--- src/vm3_pkg.sv ---
// Shared widths, types and constants for the 3-D vector magnitude block.
package vm3_pkg;

   localparam int COMP_W               = 24;
   localparam int SQ_W                 = 2 * COMP_W;
   localparam int ROOT_W               = SQ_W / 2;
   localparam int REM_W                = ROOT_W + 2;
   localparam int SQRT_STEPS           = SQ_W / 2;
   localparam int SQRT_STEPS_PER_STAGE = 2;
   localparam int SQRT_STAGES          = SQRT_STEPS / SQRT_STEPS_PER_STAGE;

   // Largest possible sum of squares: three components of magnitude 2^23.
   localparam logic [SQ_W-1:0] SUM_MAX = 48'hC000_0000_0000;

   typedef logic signed [COMP_W-1:0] comp_type;
   typedef logic [ROOT_W-1:0]        mag_type;

   // Running state of the digit-by-digit square root.
   typedef struct packed {
      logic [REM_W-1:0] rem;
      mag_type          root;
      logic [SQ_W-1:0]  rad;
      logic             last;
   } sqrt_state_type;

endpackage

--- src/vm3_sumsq.sv ---
// Three-stage front end: absolute values, squares, sum of squares.
module vm3_sumsq (
   input  logic                    clock,
   input  logic                    reset,
   input  logic                    in_valid,
   output logic                    in_ready,
   input  vm3_pkg::comp_type       comp_x,
   input  vm3_pkg::comp_type       comp_y,
   input  vm3_pkg::comp_type       comp_z,
   input  logic                    last_row,
   output logic                    out_valid,
   input  logic                    out_ready,
   output vm3_pkg::sqrt_state_type out_state
);

   logic                              abs_valid_ff, sq_valid_ff, sum_valid_ff;
   logic                              abs_en, sq_en, sum_en;
   logic [vm3_pkg::COMP_W-1:0]        abs_x_ff, abs_y_ff, abs_z_ff;
   logic [vm3_pkg::COMP_W-1:0]        abs_x_in, abs_y_in, abs_z_in;
   logic                              abs_last_ff;
   logic [vm3_pkg::SQ_W-1:0]          sq_x_ff, sq_y_ff, sq_z_ff;
   logic [vm3_pkg::SQ_W-1:0]          sq_x_in, sq_y_in, sq_z_in;
   logic                              sq_last_ff;
   vm3_pkg::sqrt_state_type           sum_ff, sum_in;

   assign sum_en   = !sum_valid_ff || out_ready;
   assign sq_en    = !sq_valid_ff || sum_en;
   assign abs_en   = !abs_valid_ff || sq_en;
   assign in_ready = abs_en;

   // -2^23 maps to 2^23, which still fits the unsigned 24 bits.
   assign abs_x_in = comp_x[vm3_pkg::COMP_W-1] ? (~comp_x + 1'b1) : comp_x;
   assign abs_y_in = comp_y[vm3_pkg::COMP_W-1] ? (~comp_y + 1'b1) : comp_y;
   assign abs_z_in = comp_z[vm3_pkg::COMP_W-1] ? (~comp_z + 1'b1) : comp_z;

   assign sq_x_in = abs_x_ff * abs_x_ff;
   assign sq_y_in = abs_y_ff * abs_y_ff;
   assign sq_z_in = abs_z_ff * abs_z_ff;

   always_comb begin
      sum_in      = '0;
      sum_in.rad  = sq_x_ff + sq_y_ff + sq_z_ff;
      sum_in.last = sq_last_ff;
   end

   always_ff @(posedge clock) begin
      if (reset) begin
         abs_valid_ff <= 1'b0;
         sq_valid_ff  <= 1'b0;
         sum_valid_ff <= 1'b0;
      end else begin
         if (abs_en) begin
            abs_valid_ff <= in_valid;
         end
         if (sq_en) begin
            sq_valid_ff <= abs_valid_ff;
         end
         if (sum_en) begin
            sum_valid_ff <= sq_valid_ff;
         end
      end
   end

   always_ff @(posedge clock) begin
      if (abs_en && in_valid) begin
         abs_x_ff    <= abs_x_in;
         abs_y_ff    <= abs_y_in;
         abs_z_ff    <= abs_z_in;
         abs_last_ff <= last_row;
      end
      if (sq_en && abs_valid_ff) begin
         sq_x_ff    <= sq_x_in;
         sq_y_ff    <= sq_y_in;
         sq_z_ff    <= sq_z_in;
         sq_last_ff <= abs_last_ff;
      end
      if (sum_en && sq_valid_ff) begin
         sum_ff <= sum_in;
      end
   end

   assign out_valid = sum_valid_ff;
   assign out_state = sum_ff;

endmodule

--- config.mk ---
export PLATFORM = sky130hd
export DESIGN_NAME = vm3_sumsq
export DESIGN_NICKNAME = d
export VERILOG_FILES = /design/src/vm3_pkg.sv /design/src/vm3_sumsq.sv
export SDC_FILE = /design/constraint.sdc
export NUM_CORES = 2
export LEC_CHECK = 0
export BUFFER_PORTS_ARGS = -buffer_cell sky130_fd_sc_hd__buf_2
export CELL_PAD_IN_SITES_DETAIL_PLACEMENT = 1
export CELL_PAD_IN_SITES_GLOBAL_PLACEMENT = 2
export CORE_ASPECT_RATIO = 1.4
export CORE_MARGIN = 2
export CORE_UTILIZATION = 39
export DETAILED_ROUTE_END_ITERATION = 10
export HOLD_SLACK_MARGIN = 0.02
export PLACE_DENSITY_LB_ADDON = 0.05
export SYNTH_ARGS = -nofsm -noshare
export SYNTH_HDL_FRONTEND = slang
export SYNTH_SLANG_ARGS = --single-unit
--- constraint.sdc ---
create_clock -name clock -period 10.9 [get_ports clock]
set_input_delay 0.545 -clock clock [delete_from_list [all_inputs] [get_ports clock]]
set_output_delay 0.545 -clock clock [all_outputs]
set_load 0.1 [all_outputs]
==> impl_summary.log <==
[metrics] number of flip-flops and latches in the synthesized netlist: 267
[metrics] DR WL met2: 102000 um
[metrics] maximum number of pins on one net before global-route repair: 63
[metrics] share of flip-flops with an asynchronous set or reset: 0%
[metrics] # resized after CTS: 0
[metrics] met3 wire len: 4530 um
[metrics] number of enable-type register cells in the synthesized netlist: 264
[metrics] initial antenna violation count: 11
[metrics] vertical extent of the die: 477 um
[metrics] slew at the pin with the worst max-slew slack: 1.21 ns
[metrics] setup skew after layout: 0.0428 ns
[metrics] most frequently used flop master after synthesis: sky130_fd_sc_hd__edfxtp_1
[metrics] total number of vias: 42300
[metrics] half-perimeter wire length after detailed placement: 153000 um
[metrics] total grt overflow: 0
[metrics] number of cells after detailed placement: 8526
[metrics] via count of the first global-routing pass: 49900
[metrics] hold buffer count at CTS: 0
[metrics] Post-Route Hold Slack: 0.0985 ns
[metrics] initial drt markers: 1554
[metrics] Met1 Routed Length: 69900 um
[metrics] area taken by flip-flops and latches: 7990 um2
[metrics] arrival time of the worst setup path: 8.90 ns
[metrics] initial standard-cell utilization of the core: 39.2%
[metrics] buffers from clock root to sink, at most: 3
[metrics] Die Footprint: 163000 um2
[metrics] remaining antenna violation count: 0
[metrics] critical path startpoint category: register
[metrics] boundary pin count: 178
[metrics] number of maximum-capacitance constraint violations: 0
[metrics] clock buffers created by TritonCTS: 35
[metrics] highest cell delay on the worst timing path: 1.09 ns
[metrics] clock period minus worst slack: 8.56 ns
[metrics] top routing layer used: met4
[metrics] weighted congestion reported at the end of routability-driven placement: 0.850
[metrics] total of warnings raised by yosys: 0
[metrics] non-filler cells, final: 8595
[metrics] Post-Synthesis Cell Area: 62300 um2
[metrics] Fmax: 0.117 GHz
[metrics] Syn Area/Cell: 9.70 um2
[metrics] sequential area share after synthesis: 12.8%
[metrics] worst endpoint required time: 11.24 ns
[metrics] clock-pin slew on the worst setup and hold paths: 0.06 ns
[metrics] number of buffers inserted to repair setup after CTS: 0
[metrics] drt drc: 0
[metrics] maximum level of the CTS H-tree: 2
[metrics] Layout fillers: 18000
[metrics] number of standard cells after synthesis: 6420
[metrics] setup repair after global routing missed its margin: no
[metrics] Total Negative Setup Slacks: 0 ns
[metrics] vias per cell: 4.92
[metrics] source-to-sink clock delay at the later pin of the worst-skew pair: 0.64 ns
[metrics] P&R area growth vs syn: 6.68%
[metrics] number of rows created at floorplan: 173
[metrics] placeable core area: 159000 um2
[metrics] TritonCTS clock tree: yes
[metrics] Routed wire per std cell: 21.2 um
[metrics] period utilisation layout: 78.5%
[metrics] Slew Limit Headroom: 19.5%
[metrics] horizontal extent of the die: 342 um
[metrics] setup slack at placement: 2.27 ns
[metrics] GRT Resource Usage Total: 23.3%
[metrics] share of post-route cells with drive strength above 1: 4.58%
[metrics] Nets: 8430
[metrics] wire length of the first global-routing pass: 287000 um
[metrics] critical path start-end classification: register to register
[metrics] CP Max Fanout: 25
[metrics] run status: finished clean
[metrics] Yosys cell types: 68
[metrics] final setup slack of the worst path: 2.34 ns
[metrics] buffer type at the clock tree root: sky130_fd_sc_hd__clkbuf_16
[metrics] Hold Path Class: input port to register
[metrics] cell with the largest stage delay on the worst path: sky130_fd_sc_hd__edfxtp_1
[metrics] sinks on the clock net: 267
[metrics] final-report max-slew violation count: 0
[metrics] final number of setup-violating endpoints: 0
[metrics] wire length reported by the detailed router: 182000 um
[metrics] number of search-and-repair iterations in the first detailed-routing pass: 5
[metrics] Final Hold Vio Count: 0
[metrics] element type at the critical path end: register
[metrics] area taken by multi-input logic gates: 46600 um2
[metrics] IO Port Bufs: 127
stage by stage:
step | util (%) | instance area [um2]
floorplan | - | 62500
global placement | 41.1 | 65200
detailed placement | 41.1 | 65200
CTS | 41.9 | 66400
global route | 41.9 | 66400
finish | 41.9 | 66400
cell families (layout without fill, tap and decap cells):
family | after synthesis | after routing | synth area share (%)
buf+inv | 2063 | 2081 | 12.7
other cells | 1 | 58 | 0.00602
simple gates | 1287 | 1287 | 10.1
flops | 267 | 267 | 12.8
mux | 7 | 7 | 0.119
xor+xnor | 264 | 264 | 3.71
fa+ha+maj | 1890 | 1890 | 53.9
compound gates | 641 | 641 | 6.62
registers in the layout, summed over array words and instances (netlist names):
signal / flops
sq_last_ff: 1
abs_last_ff: 1
abs_valid_ff: 1
sq_x_ff: 47
abs_x_ff: 24
abs_z_ff: 24
abs_y_ff: 24
sq_z_ff: 47
sq_valid_ff: 1
out_valid: 1
out_state: 49
sq_y_ff: 47
routing by layer:
| metal | global-route usage (%) | up-vias |
|---|---|---|
| met4 | 6.44 | 0 |
| met5 | 0 | - |
| met2 | 45.4 | 565 |
| met1 | 26.7 | 22200 |
| li1 | - | 19300 |
| met3 | 1.91 | 214 |
area by class of cell:
| cell class | instances | share of cell area [%] |
|---|---|---|
| Multi-Input combinational cell | 4142 | 70.1 |
| Sequential cell | 267 | 12.0 |
| Inverter | 1816 | 10.3 |
| Tap cell | 2100 | 3.96 |
| Timing Repair Buffer | 201 | 1.79 |
| Clock buffer | 38 | 1.34 |
| Clock inverter | 26 | 0.499 |
| Antenna cell | 5 | 0.0188 |
cell usage after synthesis, drive strengths merged (25+ instances only):
library cell	number	share of area (%)
xnor2	195	2.7
o21ai	121	0.97
nor2	133	0.80
ha	573	12
nor2b	33	0.33
buf	52	0.62
inv	1816	11
and2	349	3.5
nand2	576	3.5
a21oi	195	1.6
nand4	35	0.35
xor2	69	0.97
fa	1317	42
nand3	36	0.29
o21bai	33	0.40
a21o	96	1.2
edfxtp	264	13
clkbuf	195	1.2
o21a	25	0.30
layout by cell type (no fill, tap or decap), drive strengths merged, types with 133 or more instances in the layout:
master  instances
inv          1822
and2          349
buf           201
xnor2         195
fa           1317
nand2         576
edfxtp        264
a21oi         195
nor2          133
ha            573
worst paths after layout:
check	start	end	slack (ns)	cells past startpoint
worst min register to register	abs_last_ff	sq_last_ff	0.42	0
worst min-delay path	last_row	abs_last_ff	0.1	1
worst max register to register	abs_y_ff[0]	sq_y_ff[42]	2.34	25
worst max-delay path	abs_y_ff[0]	sq_y_ff[42]	2.34	25
critical path: cells and delay by family, from the launching register on:
family	cells	cell delay, ns
DFF	1	1.09
adders and majority gates	8	3.91
and+or+nand+nor	1	0.23
xor gates and xnor gates	1	0.17
AOI/OAI and AO/OA	8	2.50
buffers and inverters	7	0.37
Power is not shown: default switching activity piles up to over one toggle a cycle in this logic, so the estimate is an artifact.
