==> src/vm3_pkg.sv <==
// Shared widths, types and constants for the 3-D vector magnitude block.
package vm3_pkg;

   localparam int COMP_W               = 24;
   localparam int SQ_W                 = 2 * COMP_W;
   localparam int ROOT_W               = SQ_W / 2;
   localparam int REM_W                = ROOT_W + 2;
   localparam int SQRT_STEPS           = SQ_W / 2;
   localparam int SQRT_STEPS_PER_STAGE = 2;
   localparam int SQRT_STAGES          = SQRT_STEPS / SQRT_STEPS_PER_STAGE;

   // Largest possible sum of squares: three components of magnitude 2^23.
   localparam logic [SQ_W-1:0] SUM_MAX = 48'hC000_0000_0000;

   typedef logic signed [COMP_W-1:0] comp_type;
   typedef logic [ROOT_W-1:0]        mag_type;

   // Running state of the digit-by-digit square root.
   typedef struct packed {
      logic [REM_W-1:0] rem;
      mag_type          root;
      logic [SQ_W-1:0]  rad;
      logic             last;
   } sqrt_state_type;

endpackage

==> src/vm3_sqrt_stage.sv <==
// One square-root stage: two radix-2 root digits per register.
module vm3_sqrt_stage (
   input  logic                    clock,
   input  logic                    reset,
   input  logic                    in_valid,
   output logic                    in_ready,
   input  vm3_pkg::sqrt_state_type in_state,
   output logic                    out_valid,
   input  logic                    out_ready,
   output vm3_pkg::sqrt_state_type out_state
);

   logic                    valid_ff, valid_in;
   vm3_pkg::sqrt_state_type state_ff, state_in;

   // Bring down two radicand bits, try (4*root + 1), keep it if it fits.
   function automatic vm3_pkg::sqrt_state_type sqrt_step(
      input vm3_pkg::sqrt_state_type s
   );
      logic [vm3_pkg::REM_W+1:0] cur;
      logic [vm3_pkg::REM_W+1:0] trial;
      logic [vm3_pkg::REM_W+1:0] diff;
      vm3_pkg::sqrt_state_type   r;
      cur   = {s.rem, s.rad[vm3_pkg::SQ_W-1 -: 2]};
      trial = {2'b00, s.root, 2'b01};
      diff  = cur - trial;
      r     = s;
      r.rad = {s.rad[vm3_pkg::SQ_W-3:0], 2'b00};
      if (cur >= trial) begin
         r.rem  = diff[vm3_pkg::REM_W-1:0];
         r.root = {s.root[vm3_pkg::ROOT_W-2:0], 1'b1};
      end else begin
         r.rem  = cur[vm3_pkg::REM_W-1:0];
         r.root = {s.root[vm3_pkg::ROOT_W-2:0], 1'b0};
      end
      return r;
   endfunction

   always_comb begin
      state_in = in_state;
      for (int i = 0; i < vm3_pkg::SQRT_STEPS_PER_STAGE; i++) begin
         state_in = sqrt_step(state_in);
      end
   end

   assign in_ready = !valid_ff || out_ready;
   assign valid_in = in_valid;

   always_ff @(posedge clock) begin
      if (reset) begin
         valid_ff <= 1'b0;
      end else if (in_ready) begin
         valid_ff <= valid_in;
      end
   end

   always_ff @(posedge clock) begin
      if (in_ready && in_valid) begin
         state_ff <= state_in;
      end
   end

   assign out_valid = valid_ff;
   assign out_state = state_ff;

endmodule

==> config.mk <==
export PLATFORM = sky130hd
export DESIGN_NAME = vm3_sqrt_stage
export DESIGN_NICKNAME = d
export VERILOG_FILES = /design/src/vm3_pkg.sv /design/src/vm3_sqrt_stage.sv
export SDC_FILE = /design/constraint.sdc
export NUM_CORES = 1
export LEC_CHECK = 0
export BUFFER_PORTS_ARGS = -buffer_cell sky130_fd_sc_hd__buf_2
export CORE_MARGIN = 5
export CORE_UTILIZATION = 33
export CTS_CLUSTER_SIZE = 28
export DETAILED_ROUTE_END_ITERATION = 16
export PLACE_DENSITY = 0.65
export REMOVE_ABC_BUFFERS = 1
export SETUP_SLACK_MARGIN = 0.2
export SLEW_MARGIN = 20
export SYNTH_ARGS = -nofsm -noshare
export SYNTH_HDL_FRONTEND = slang
export SYNTH_SLANG_ARGS = --single-unit
==> constraint.sdc <==
create_clock -name clock -period 7.6 [get_ports clock]
set_input_delay 0.76 -clock clock [delete_from_list [all_inputs] [get_ports clock]]
set_output_delay 0.76 -clock clock [all_outputs]
set_load 0.02 [all_outputs]
==> results of run 1 <==
-- layout by cell type (no fill, tap or decap), types with 8 or more instances in the layout --
| cell type | n |
|---|---|
| a21o_1 | 17 |
| nor2_1 | 45 |
| o21bai_1 | 11 |
| inv_1 | 45 |
| xnor2_1 | 28 |
| a21oi_1 | 53 |
| clkbuf_16 | 9 |
| buf_2 | 199 |
| nand3_1 | 10 |
| o21ai_0 | 29 |
| nand2_1 | 35 |
| ha_1 | 52 |
| nor2b_1 | 8 |
| mux2_4 | 17 |
| and3_1 | 8 |
| nand4_1 | 8 |
| edfxtp_1 | 95 |
| xor2_1 | 14 |
-- critical path: stages --
cell       delay [ns]
buf_2            0.09
inv_1            0.05
ha_1             0.39
a211oi_2         0.31
o21bai_1         0.16
a221o_2          0.50
o21ai_2          0.20
nand2_1          0.09
inv_1            0.65
o41ai_1          0.23
ha_1             0.43
a21o_1           0.21
a21oi_1          0.15
o21bai_1         0.10
a21o_1           0.18
a21oi_1          0.14
nor2b_1          0.10
a2111oi_4        0.40
nor4_4           0.12
nor2_8           0.55
mux2_2           0.41
-- report_power, final --
part / total, uW / switching [uW] / leakage [uW] / internal (uW)
sequential: 694 / 17.0 / 0.000925 / 677
clock: 428 / 203 / 0.000123 / 225
combinational: 850 / 482 / 0.00246 / 368
-- cell type report --
type,instances,share of cell area (%)
tap,265,4.16
sequential,96,36.0
clock buffer,11,2.92
clock inverter,5,0.502
timing repair buffer,201,12.7
inverter,45,2.12
multi-input combinational,443,41.5
antenna,2,0.0628
-- cells by family (layout without fill, tap and decap cells) --
| group | Yosys count | in the layout | share of synthesized area [%] |
|---|---|---|---|
| and+or+nand+nor | 148 | 148 | 11.9 |
| muxes | 26 | 26 | 5.49 |
| AOI/OAI and AO/OA | 171 | 171 | 17.9 |
| DFF | 96 | 96 | 44.5 |
| adders and majority gates | 52 | 52 | 10.1 |
| xor gates and xnor gates | 42 | 42 | 5.70 |
| other | 1 | 6 | 0.0581 |
| buffers and inverters | 63 | 262 | 4.42 |
-- cell usage after synthesis, types with 10 or more instances --
library cell / number / area share (%)
ha_1: 52 / 10
nor2_1: 45 / 2.6
clkbuf_1: 10 / 0.58
nand2_1: 35 / 2.0
o21bai_1: 11 / 1.3
edfxtp_1: 95 / 44
inv_1: 45 / 2.6
o21ai_0: 29 / 2.2
a21o_1: 17 / 2.0
xnor2_1: 28 / 3.8
nand3_1: 10 / 0.78
xor2_1: 14 / 1.9
a21oi_1: 53 / 4.1
mux2_4: 17 / 4.0
-- stage by stage --
step / std cells / instance area, sq um / worst slack [ns] / hold slack, ns / utilization [%]
floorplan: 584 / 6350 / 1.57 / 0.729 / -
global placement: 1050 / 7690 / 1.30 / 0.510 / 39.8
detailed placement: 1050 / 7690 / 1.12 / 0.526 / 39.8
CTS: 1066 / 7970 / 1.50 / 0.538 / 41.2
global route: 1066 / 7970 / 0.986 / 0.546 / 41.2
finish: 1068 / 7970 / 1.46 / 0.535 / 41.2
-- worst max-delay path by stage --
stage                  from       endpoint  slack (ns)  depth (start not counted)
2_1_floorplan  in_state[52]  out_state[76]        1.57                         21
3_3_place_gp   in_state[52]  out_state[98]        1.30                         22
3_5_place_dp   in_state[52]  out_state[80]        1.12                         22
4_1_cts        in_state[52]  out_state[80]        1.50                         22
5_1_grt        in_state[53]  out_state[79]        0.99                         22
6_report       in_state[52]  out_state[80]        1.46                         21
-- routing by layer --
metal | vias up | wire length (microns) | global-route usage (%)
li1 | 2628 | - | -
met5 | - | 34 | 0
met4 | 6 | 253 | 4.76
met3 | 20 | 1440 | 4.24
met1 | 2439 | 7190 | 17.9
met2 | 174 | 8470 | 26.9
-- flip-flops by register name (all words and copies together) (netlist names) --
| register | cells |
|---|---|
| out_state | 95 |
| out_valid | 1 |
==> results.toml, run 1 <==
[pwr]
p_leak_uw = 0.00351
power_uw = 1970
p_per_area_nw_per_um2 = 247
irDropWorstVdd_v = 0.0000938

[synth]
synthArstFlopShare_pct = 0
syn_area_sq_um = 6450
ys_types = 71
synth-edff-count = 95
synthCells = 599
ys_ff_latch = 96
yosysWarningCount = 0
avgSynthCellArea_sq_um = 10.8
ys_seq_area_share_pct = 44.5
yosys_most_used_dff = "edfxtp_1"

[floorplanning]
coreArea_sq_um = 19300
die_y_microns = 150
start_util_pct = 33.4
die-area_sq_um = 22500
io-pin-count = 204
die_x_microns = 150
rows = 51

[grt]
grt_start_max_net_pins = 60
grt_use_total_pct = 15.2
overflow = 0
grt_antenna_before_repair = 3
grt_pass1_wl_mm = 27.0
grt_pass1_vias = 5344

[critical_path]
crit_path_end_kind = "register"
r2r-start = "out_valid"
cp-start-kind = "primary input"
worstPathRequired_ns = 7.71
cp.arrival_ns = 6.25
reg2reg_depth = 3
path_class = "in2reg"
critical_path.reg2reg.endpoint = "out_state[98]"
path_max_fanout = 25
r2r_slack_ns = 5.61

[clock_tree]
clk_path_buf_depth = 2
cts-root-buf = "clkbuf_16"
cts_tree = "built"
cts_hold_buf = 0
ctsResizeCount = 0
h-tree-depth = 3
clkSinkCount = 96
numCtsBuffers = 9
clkTransAtPathRegs_ns = 0.07
postCtsSetupRepairBufs = 0
clk_latency_ns = 0.35

[route]
routed-via-count = 5267
via_per_inst = 4.93
ant_nets = 0
wire_per_inst_microns = 16.3
wirelength_mm = 17.4
drc_errors = 0
drt_iter0_markers = 287
dr.pass1.iters = 5

[place]
hpwl_mm = 13.8
io_buffers = 199
routabilityCongestion = 0.871

[sta]
timing.final.crit_share_pct = 80.8
rsz0062_at_grt = "no"
slew_viol_final = 0
max_slew_margin_pct = 41.9
worst_pin_slew_ns = 0.870
fmax_ghz = 0.163
layout_min_cycle_time_ns = 6.14
setup_violations = 0
hold_viol_final = 0
finalSetupTns_ns = 0
finClkSkew_ns = 0.00802

[layout]
nFillCells = 1924
drive_gt1_share_pct = 32.2
syn_to_final_growth_pct = 23.5
multi_input_area_sq_um = 3310
nets = 951
regArea_sq_um = 2870

[min_path]
hold_end = "out_valid"
hold_depth = 2
hp-start = "out_valid"
hold_class = "reg2reg"

[flow_run]
maxCapViolCount = 0

[outcome]
status = "finished, final reports clean"
No activity file was read; power rests on OpenSTA's default activity.
==> run 2: changes to the inputs <==
- ABC_AREA: not set -> 1
- PLACE_DENSITY: 0.65 -> 0.64
- clock period: 7.6 -> 5.95 ns (I/O delays scaled with it)
==> run 2 against run 1 <==
Final area rose by 3.3%; utilization is 0.14 points lower; worst hold slack worse by 0.14 ns; flip-flop and latch count unchanged; clock power is 29% higher; register-to-register slack worse by 1.1 ns; clock-buffer cell count fell by 1; critical path depth grew 1; routed wire length up 12%.
==> results.toml, run 2 <==
[critical_path]
cpMostUsedCell = "nand2_1"
r2r_slack_ns = 4.52
worstPathRequired_ns = 6.18
cp-start-kind = "primary input"
slowest_stage = "inv_2"
r2r-start = "out_valid"
crit_start = "in_state[64]"
path_cells = "buf_2 -> inv_1 -> ha_1 -> nand2_1 -> nand2_1 -> a21oi_1 -> nand2_1 -> nand3_1 -> nand3_4 -> inv_2 -> o21ai_0 -> ha_1 -> a21oi_1 -> o21a_1 -> o21ai_0 -> a21oi_1 -> nand2_2 -> nand2_2 -> nand2_4 -> inv_2 -> nand2_1 -> nand2_1"
critical_path.reg2reg.endpoint = "out_state[24]"
crit_path_end_kind = "register"
reg2reg_depth = 2
path_class = "in2reg"
cp.arrival_ns = 5.02
slowest_delay_ns = 0.43
path_max_fanout = 28

[min_path]
hp-start = "reset"
hold_class = "in2reg"
hold_end = "out_valid"
hold_depth = 2

[outcome]
status = "finished, final reports clean"

[synth]
syn_area_sq_um = 6670
synthTopCellsByArea = "edfxtp_1, nand2_1, ha_1"
synthArstFlopShare_pct = 0
synth_common_cells = "nand2_1, inv_1, edfxtp_1, nor2_1, a21oi_1"
ys_seq_area_share_pct = 43.1
yosys_most_used_dff = "edfxtp_1"
ys_types = 41
avgSynthCellArea_sq_um = 8.13
synth_top_area_cell = "edfxtp_1"
ys_ff_latch = 96
synth_top_area_share_pct = 42.8
synth-edff-count = 95
yosysMostFrequentCell = "nand2_1"
synthCells = 820
yosysWarningCount = 0

[place]
hpwl_mm = 16.4
place_area_sq_um = 7950
io_buffers = 199
routabilityCongestion = 0.913

[route]
via_per_inst = 4.66
drc_errors = 0
wirelength_mm = 19.5
wire_per_inst_microns = 15.0
dr.pass1.iters = 5
routed-via-count = 6041
ant_nets = 0
drt_iter0_markers = 409

[floorplanning]
die_x_microns = 152
rows = 52
start_util_pct = 33.3
die-area_sq_um = 23200
die_y_microns = 152
coreArea_sq_um = 20000
io-pin-count = 204

[flow_run]
maxCapViolCount = 0

[grt]
grt_pass1_wl_mm = 30.7
grt_antenna_before_repair = 1
grt_start_max_net_pins = 49
overflow = 0
grt_pass1_vias = 5973
grt_use_total_pct = 16.5

[clock_tree]
cts_tree = "built"
clkSinkCount = 96
clk_latency_ns = 0.35
cts_hold_buf = 0
ctsResizeCount = 0
clk_path_buf_depth = 2
cts-root-buf = "clkbuf_16"
clkTransAtPathRegs_ns = 0.07
h-tree-depth = 3
numCtsBuffers = 9
postCtsSetupRepairBufs = 0

[sta]
timing.final.crit_share_pct = 80.6
max_slew_margin_pct = 57.2
rsz0062_at_grt = "no"
layout_min_cycle_time_ns = 4.79
hold_viol_final = 0
holdWs_ns = 0.393
setup_violations = 0
finalSetupTns_ns = 0
fmax_ghz = 0.209
slew_viol_final = 0
finClkSkew_ns = 0.00617
worst_pin_slew_ns = 0.643

[layout]
final_cell_mix = "nand2_1, buf_2, inv_1, edfxtp_1, nor2_1"
design_area_sq_um = 8230
syn_to_final_growth_pct = 23.5
largest_register_ffs = 95
final_common_cell = "nand2_1"
drive_gt1_share_pct = 23.3
nets = 1177
n_antenna_cell = 0

[pwr]
p_leak_uw = 0.00396
irDropWorstVdd_v = 0.000113
p_per_area_nw_per_um2 = 293
-- run 2: cell count changes after synthesis, sizes merged, moves of 8 or more --
cell / change
o21ai: +10
a21oi: +8
mux2: -24
nor2b: -8
nand2: +206
a21o: -14
xnor2: -12
nor2: +34
nand3: +29
inv: +62
and3: -8
-- run 2: cell type report --
class	count	area, sq um
clock buffers	10	229
clock inverters	6	51.3
fillers	2124	11800
inverters	107	402
multi-input cells	606	3320
flip-flops and latches	96	2870
well taps	270	338
repair buffers	202	1020
-- run 2: stage by stage --
step | setup slack (ns) | instances | utilization [%] | total power, uW
global placement | 0.817 | 1281 | 39.7 | 1870
detailed placement | 0.816 | 1281 | 39.7 | 1870
finish | 1.16 | 1297 | 41.1 | 2410
CTS | 1.19 | 1297 | 41.1 | 2430
global route | 0.710 | 1297 | 41.1 | 2580
floorplan | 0.146 | 809 | - | 1570
-- run 2: worst max-delay path by stage --
stage                    end  slack, ns  depth (start not counted)
2_1_floorplan   out_state[0]       0.15                          2
3_3_place_gp   out_state[94]       0.82                         23
3_5_place_dp   out_state[78]       0.82                         22
4_1_cts        out_state[78]       1.19                         22
5_1_grt        out_state[78]       0.71                         23
6_report       out_state[78]       1.16                         22
-- run 2: metal layers --
metal | wire length [microns] | GRT usage (%) | part of all wire, % | vias to the layer above
met5 | 7 | 0 | 0.036 | -
met4 | 307 | 4.58 | 1.6 | 2
met3 | 1240 | 3.95 | 6.4 | 15
met2 | 9420 | 28.6 | 48 | 200
met1 | 8530 | 20.5 | 44 | 2689
li1 | - | - | - | 3135
-- run 2: cells by family (layout without fill, tap and decap cells) --
kind of cell             count (synthesis)  after routing  share of synthesized area, %
XOR/XNOR                                34             34                          4.47
AO/OA/AOI/OAI                          132            132                          11.0
flip-flops                              96             96                          43.1
buffers and inverters                  121            325                          7.45
adder cells (fa/ha/maj)                 52             52                          9.76
AND/OR/NAND/NOR                        384            384                          24.2
other                                    1              4                        0.0562
-- run 2: critical path: cells and delay by family --
kind	cells	cell delay, ns
AOI/OAI and AO/OA	6	1.47
adders and majority gates	2	0.81
buffers and inverters	4	0.97
and+or+nand+nor	10	1.16
-- run 2: report_power, final --
part           switching [uW]  leakage (uW)  total, uW  internal [uW]
registers                18.2      0.000926        872            854
logic                     656       0.00290        991            335
clock network             261      0.000128        551            289
total                     935       0.00396       2410           1480
==> run 3: changes to the inputs <==
- PLACE_DENSITY: 0.64 -> 0.67
- clock period: 5.95 -> 3.9 ns (I/O delays scaled with it)
==> run 3 against run 2 <==
Clock-buffer cell count unchanged; power up 89%; critical endpoint is now out_state[98]; non-clock buffer count up 228; register-to-register slack worse by 2.1 ns; flip-flop and latch count unchanged; worst setup slack worse by 0.87 ns; die area unchanged; via count up 17%; clock power up 81%; utilization up 12 points; sequential power up 53%; cell count up 18%.
==> results.toml, run 3 (same netlist as run 2, synthesis figures left out) <==
[outcome]
status = "finished, final reports clean"

[floorplanning]
die_x_microns = 152
rows = 52
io-pin-count = 204
die-area_sq_um = 23200
start_util_pct = 33.3
coreArea_sq_um = 20000
die_y_microns = 152

[flow_run]
maxCapViolCount = 0

[layout]
syn_to_final_growth_pct = 60.6
nets = 1405
n_antenna_cell = 0
final_common_cell = "buf_4"
final_cell_mix = "buf_4, nand2_1, buf_2, edfxtp_1, inv_1"
final_cells = 1525
drive_gt1_share_pct = 46.9
largest_register_ffs = 95
design_area_sq_um = 10700

[critical_path]
r2r_slack_ns = 2.42
worstPathRequired_ns = 4.00
cp-start-kind = "primary input"
path_class = "in2reg"
slowest_stage = "ha_1"
path_cells = "buf_2 -> inv_2 -> ha_4 -> nand2_2 -> buf_4 -> nor2_2 -> nand2_1 -> nand3_2 -> nand2_2 -> nand3_4 -> buf_8 -> buf_4 -> nor2_1 -> a21oi_1 -> ha_1 -> a21oi_1 -> nor3_1 -> a211oi_2 -> o21ai_0 -> a21oi_1 -> nand3b_1 -> nand3_1 -> nand2_1"
cp.arrival_ns = 3.71
reg2reg_depth = 2
crit_path_end_kind = "register"
critical_path.reg2reg.endpoint = "out_state[72]"
path_max_fanout = 11
r2r-start = "out_valid"
slowest_delay_ns = 0.36
crit_family = "compound AO/OA/AOI/OAI gates"
cpMostUsedCell = "a21oi_1"
critPathBufInv = 5

[route]
via_per_inst = 4.63
dr.pass1.iters = 5
drc_errors = 0
drt_iter0_markers = 353
ant_nets = 0
routed-via-count = 7056
wirelength_mm = 22.2
wire_per_inst_microns = 14.5

[pwr]
p_per_area_nw_per_um2 = 425
p_leak_uw = 0.00514
irDropWorstVdd_v = 0.000254
power.switching_uw = 1600
power_frac_clock_pct = 21.9
p_int_uw = 2950
p_comb_share_pct = 49.0
seq_power_share_pct = 29.1
swShare_pct = 35.2

[min_path]
hold_end = "out_valid"
hold_depth = 2
hold_class = "in2reg"
hp-start = "reset"

[sta]
finClkSkew_ns = 0.00730
fmax_ghz = 0.277
rsz0062_at_grt = "yes"
layout_min_cycle_time_ns = 3.62
slew_viol_final = 0
setup_violations = 0
timing.final.crit_share_pct = 92.7
worst_pin_slew_ns = 0.709
max_slew_margin_pct = 52.7
hold_viol_final = 0

[grt]
grt_pass1_wl_mm = 33.6
grt_pass1_vias = 6884
overflow = 0
grt_use_total_pct = 17.7
top_usage_layer = "met2"
grt_antenna_before_repair = 0
grt_start_max_net_pins = 54
grt_use_met3_pct = 3.10
gr-usage-met2_pct = 31.3
gr-usage-met1_pct = 21.8

[place]
place_inst = 1496
place_area_sq_um = 9580
routabilityCongestion = 0.932
hpwl_mm = 18.0
io_buffers = 199

[clock_tree]
clkTransAtPathRegs_ns = 0.07
h-tree-depth = 3
numCtsBuffers = 9
cts_tree = "built"
clk_path_buf_depth = 2
cts-root-buf = "clkbuf_16"
clk_latency_ns = 0.34
clkSinkCount = 96
cts_hold_buf = 0
## run 3: power groups by stage
stage	combinational, uW	sequential [uW]	clock [uW]
floorplan	885	1520	0
global placement	1980	1350	0
detailed placement	2000	1350	0
CTS	2030	1330	1030
global route	2430	1340	1070
finish	2230	1330	996
## run 3: routing by layer
metal / wire, microns / part of all wire, %
met4: 632 / 2.8
met5: 0 / 0
met3: 1180 / 5.3
met2: 10900 / 49
met1: 9500 / 43
## run 3: final cells by class
type | count | area, sq um
fill | 1845 | 9330
multi-input combinational | 606 | 3980
sequential | 96 | 2870
timing repair buffer | 430 | 2770
inverter | 107 | 412
tap | 270 | 338
clock buffer | 10 | 229
clock inverter | 6 | 113
## run 3: worst max-delay path by stage
stage / start / end / slack, ns / cells past startpoint
after floorplan: in_valid / out_state[0] / -1.70 / 2
after global placement: in_state[49] / out_state[82] / -0.34 / 29
after detailed placement: in_state[49] / out_state[83] / -0.38 / 29
after CTS: in_state[62] / out_state[83] / 0.20 / 28
after global routing: in_state[69] / out_state[83] / 0.06 / 27
final: in_state[58] / out_state[98] / 0.28 / 23
## run 3: through the flow
stage | power [uW] | worst slack (ns) | utilization, % | hold slack [ns] | setup TNS (ns)
floorplan | 2400 | -1.70 | - | 0.459 | -162.22
detailed placement | 3350 | -0.383 | 47.8 | 0.523 | -9.18
global route | 4840 | 0.0586 | 53.5 | 0.177 | 0
finish | 4560 | 0.284 | 53.5 | 0.194 | 0
CTS | 4380 | 0.202 | 49.9 | 0.177 | 0
global placement | 3340 | -0.343 | 47.8 | 0.513 | -8.07
## run 3: what timing repair did
item | in CTS | in global routing
buffers inserted | 1 | 11
endpoints found under the setup margin | 27 | 27
resized for setup | 25 | 134
pin swaps | 2 | 43
cloned | 0 | 1
